[config.mk]
export PLATFORM = sky130hd
export DESIGN_NAME = sslb_ctrl
export DESIGN_NICKNAME = d
export VERILOG_FILES = /design/src/design/sslb_pkg.sv /design/src/design/sslb_ctrl.sv
export SDC_FILE = /design/constraint.sdc
export NUM_CORES = 1
export LEC_CHECK = 0
export BUFFER_PORTS_ARGS = -buffer_cell sky130_fd_sc_hd__buf_4
export CORE_AREA = 2 2 39 41
export DETAILED_ROUTE_END_ITERATION = 6
export DIE_AREA = 0 0 41 43
export PLACE_DENSITY = 0.63
export SYNTH_ARGS = -nofsm -noshare
export SYNTH_HDL_FRONTEND = slang
export SYNTH_SLANG_ARGS = --single-unit
[constraint.sdc]
create_clock -name clk -period 1.62 [get_ports clk]
set_input_delay 0.162 -clock clk [delete_from_list [all_inputs] [get_ports clk]]
set_output_delay 0.162 -clock clk [all_outputs]
set_load 0.03 [all_outputs]
[src/design/sslb_pkg.sv]
package sslb_pkg;

	localparam logic [1:0] KIND_CLEAR = 2'd0;
	localparam logic [1:0] KIND_LOAD  = 2'd1;
	localparam logic [1:0] KIND_QUERY = 2'd2;

	typedef struct packed {
		logic clear;     // empty the store
		logic begin_srch; // capture key, lo = 0, hi = count
		logic step;      // compare read data against key, narrow lo/hi
		logic above;     // step looks for first entry > key (insert position)
		logic shift_rd;  // read address is idx - 1 instead of mid
		logic move;      // write read data to idx, idx--
		logic begin_shift; // idx = count
		logic insert;    // write key at lo, count++
	} sslb_cmd_t;

	typedef struct packed {
		logic srch_done; // lo >= hi
		logic full;      // count == capacity
		logic at_pos;    // idx == lo
		logic found;     // lo < count
	} sslb_stat_t;

endpackage

[src/design/sslb_ctrl.sv]
module sslb_ctrl (
	input  logic               clk,
	input  logic               arst_n,
	input  logic               start,
	input  logic [1:0]         kind,
	input  sslb_pkg::sslb_stat_t stat,
	output sslb_pkg::sslb_cmd_t  cmd,
	output logic               busy,
	output logic               valid
);
	import sslb_pkg::*;

	localparam logic [2:0] ST_IDLE  = 3'd0;
	localparam logic [2:0] ST_SRCH  = 3'd1;
	localparam logic [2:0] ST_CMP   = 3'd2;
	localparam logic [2:0] ST_SHIFT = 3'd3;
	localparam logic [2:0] ST_MOVE  = 3'd4;
	localparam logic [2:0] ST_EMIT  = 3'd5;

	logic [2:0] state_q, state_d;
	logic       is_load_q, is_load_d;

	always_ff @(posedge clk or negedge arst_n) begin
		if (!arst_n) begin
			state_q   <= ST_IDLE;
			is_load_q <= 1'b0;
		end else begin
			state_q   <= state_d;
			is_load_q <= is_load_d;
		end
	end

	always_comb begin
		state_d   = state_q;
		is_load_d = is_load_q;
		cmd       = '0;
		cmd.above = is_load_q;
		case (state_q)
			ST_IDLE: begin
				if (start) begin
					case (kind)
						KIND_CLEAR: cmd.clear = 1'b1;
						KIND_LOAD: begin
							// load into a full store is dropped
							if (!stat.full) begin
								cmd.begin_srch = 1'b1;
								is_load_d      = 1'b1;
								state_d        = ST_SRCH;
							end
						end
						KIND_QUERY: begin
							cmd.begin_srch = 1'b1;
							is_load_d      = 1'b0;
							state_d        = ST_SRCH;
						end
						default: ;
					endcase
				end
			end
			ST_SRCH: begin
				if (stat.srch_done) begin
					if (is_load_q) begin
						cmd.begin_shift = 1'b1;
						state_d         = ST_SHIFT;
					end else begin
						state_d = ST_EMIT;
					end
				end else begin
					state_d = ST_CMP; // read at mid issued this cycle
				end
			end
			ST_CMP: begin
				cmd.step = 1'b1;
				state_d  = ST_SRCH;
			end
			ST_SHIFT: begin
				if (stat.at_pos) begin
					cmd.insert = 1'b1;
					state_d    = ST_IDLE;
				end else begin
					cmd.shift_rd = 1'b1;
					state_d      = ST_MOVE;
				end
			end
			ST_MOVE: begin
				cmd.move = 1'b1;
				state_d  = ST_SHIFT;
			end
			ST_EMIT: state_d = ST_IDLE;
			default: state_d = ST_IDLE;
		endcase
	end

	assign busy  = (state_q != ST_IDLE);
	assign valid = (state_q == ST_EMIT);

endmodule

==> run metrics <==
worst skew pair latency=between 0.2 and 0.25 ns; xor-xnor portion of the synthesized cell area=0; ys flop type=dfrtp_1; number of H-tree levels=1; post-synthesis simple-gate area fraction=0.3968; Tightest Hold Check Type=in -> reg; met2 Use GR=0.1750; routed len/inst=10.82 um; Most Crowded Layer GR=met2; die area=0.001763 sq mm; Synth Register Bits=4; Fmax=between 600 and 700 MHz; DPL Wire Length=~650 um; share of the synthesized area in the top cell type=0.2581; Util after Layout=0.4268; Max stage delay cell, worst path=or4b_4; Hold Violations, Final=0; largest net degree at the start of global routing=11; switch share=0.4258; Worst path max stage delay=0.58 ns; yosys warns=0; syn nets=56; TritonCTS clock tree=yes; I/O Pins=19; port bufs=17; Final Skew=0.005059 ns; Synth area leaders=dfrtp_1 26%, ha_1 13%, nor3b_1 5.8%; Lkg Pwr=0.2924 nW; initial antenna violation count=0; Crit path required time=around 1.5 ns; cell area after synthesis=387.9 sq um; mux cell area share after synthesis=0.02903; Async SR Flop Fraction=1.000; logic gate share of total power=0.636; R2R depth=2; Synth Area per Inst=9.020 sq um; clk buf depth=2; peak supply drop=just over 0.0008 V; RSZ-0062 raised after global routing=yes; status=finished, final reports clean; Pwr Total=0.0007543 W; initial DRC count=3; final setup fails=0; Adder-Cell Fraction of Synth Area=0.1290; r2r setup slk=0.21 ns; crit path launch type=flop; Seq pwr share=0.198; main combinational cell family by area after synthesis=simple AND/OR/NAND/NOR gates; Crit. End Element=output port; Root Driver=clkbuf_4; post-synth top area cell=dfrtp_1; cells after synthesis=43; core box area=0.001384 sq mm; Tcrit/Tclk final=0.9834; Critical Path Fanout Max=4; nets@finish=78; Worst-Margin Slew=0.1934 ns; drt drc=0; number of global-route vias before repair=335; Inserted Clock Buffers=3; Detailed Routing Iterations Pass 1=4; total gr overflow=0; vias=370; worst hold path depth=3; switching pwr=0.0003212 W; final WL=roughly 860 um; unique cell type count in the Yosys netlist=24; die outline height=43 um; WP data arrival=approximately 1.4 ns; first-pass GRT wire length=between 1 and 1.5 mm; Seq/Total Area, Yosys=0.2581; P_int=0.0004332 W; RePlAce Congestion=0.6867; synth cell count leaders=4 x dfrtp_1, 4 x ha_1; ANT cells=0; clock share of power=0.166; Area Growth Syn to Fin=52.26%; max-cap violations=0; Final Max Tran Viols=0; worst r2r src=state_q[0]; Starting Density=0.2803; GRT Util Overall=0.1140; Clock transition at path regs=0.04 ns; Via-to-Cell Ratio=roughly 4.7; post-synthesis compound-gate area fraction=0.1097; CP Cell Sequence=or4b_4, nor2_2, buf_6; clk sinks=4; Worst R2R End=is_load_q; hold worst-path end=state_q[2]; relative slew slack=0.8692; die width=41 um; layout cell share with drive strength beyond 1=0.4762; global routing usage on met1=0.1340; CP startpoint=state_q[0]; Power Dens Cells=1277 mW/mm^2; DRT antenna net count=0; Final min period=1.593 ns; Post-synth EDFFs=0; GR Util met3=0.02094; Crit Path Category=reg -> out; hold_sp=stat[1]; # rows=14
power groups by stage:
stage | sequential, W | combinational (W) | clock (W)
6_report | 0.000149 | 0.000480 | 0.000125
5_1_grt | 0.000155 | 0.000521 | 0.000139
4_1_cts | 0.000149 | 0.000478 | 0.000134
3_5_place_dp | 0.000151 | 0.000473 | 0
3_3_place_gp | 0.000150 | 0.000469 | 0
2_1_floorplan | 0.000146 | 0.000320 | 0
stage by stage:
step                  TNS (ns)  worst slack [ns]  hold WS (ns)  instances  area (sq um)
floorplan           -0.0009975        -0.0009975       -0.1336         43         394.1
global placement             0            0.2261      -0.04179         75         545.5
detailed placement           0            0.2203      -0.04063         75         545.5
CTS                          0          0.003862        0.2358         79         578.1
global route          -0.03108          -0.02002        0.2397         79         590.6
finish                       0           0.02696        0.2434         79         590.6
registers in the layout (all words and copies together), names as in the netlist:
| register | cells |
|---|---|
| state_q | 3 |
| is_load_q | 1 |
routing by layer:
layer / vias up / part of all wire
met2: 15 / 0.47
met1: 164 / 0.43
met5: - / 0
met4: 0 / 0.016
li1: 189 / -
met3: 2 / 0.082
cell usage in the layout (no fill, tap or decap), types with 3 or more instances in the layout:
master and count:
buf_4 18, clkbuf_4 3, dfrtp_1 4, ha_1 4, inv_1 3, nor3b_1 3
worst max path at each step:
stage / cells past startpoint / endpoint
global placement: 2 / is_load_q
global route: 3 / cmd[6]
finish: 3 / cmd[6]
floorplan: 3 / cmd[1]
CTS: 3 / cmd[6]
detailed placement: 2 / is_load_q
kinds of logic (layout without fill, tap and decap cells):
group | after synthesis | count (layout)
buffers and inverters | 7 | 27
DFF | 4 | 4
and+or+nand+nor | 21 | 21
adders and majority gates | 4 | 4
AOI/OAI and AO/OA | 6 | 6
muxes | 1 | 1
critical path, delay by kind of cell (launching register included):
| kind | cells | cell delay (ns) |
|---|---|---|
| buffers and inverters | 1 | 0.13 |
| flip-flops | 1 | 0.37 |
| AND/OR/NAND/NOR | 2 | 0.69 |
area by class of cell:
type / instances / area (sq um)
fillers: 139 / 793.3
multi-input cells: 32 / 269.0
repair buffers: 21 / 167.7
flip-flops and latches: 4 / 100.1
clock buffers: 3 / 22.52
well taps: 16 / 20.02
inverters: 3 / 11.26
timing repair:
item | in CTS | in global routing
setup buffers | 0 | 0
endpoints found under the setup margin | 1 | 2
endpoints found under the hold margin | 4 | 0
resized for setup | 0 | 4
hold buffers | 1 | 0
pin swaps | 1 | 1
No activity file was read; power rests on OpenSTA's default activity.
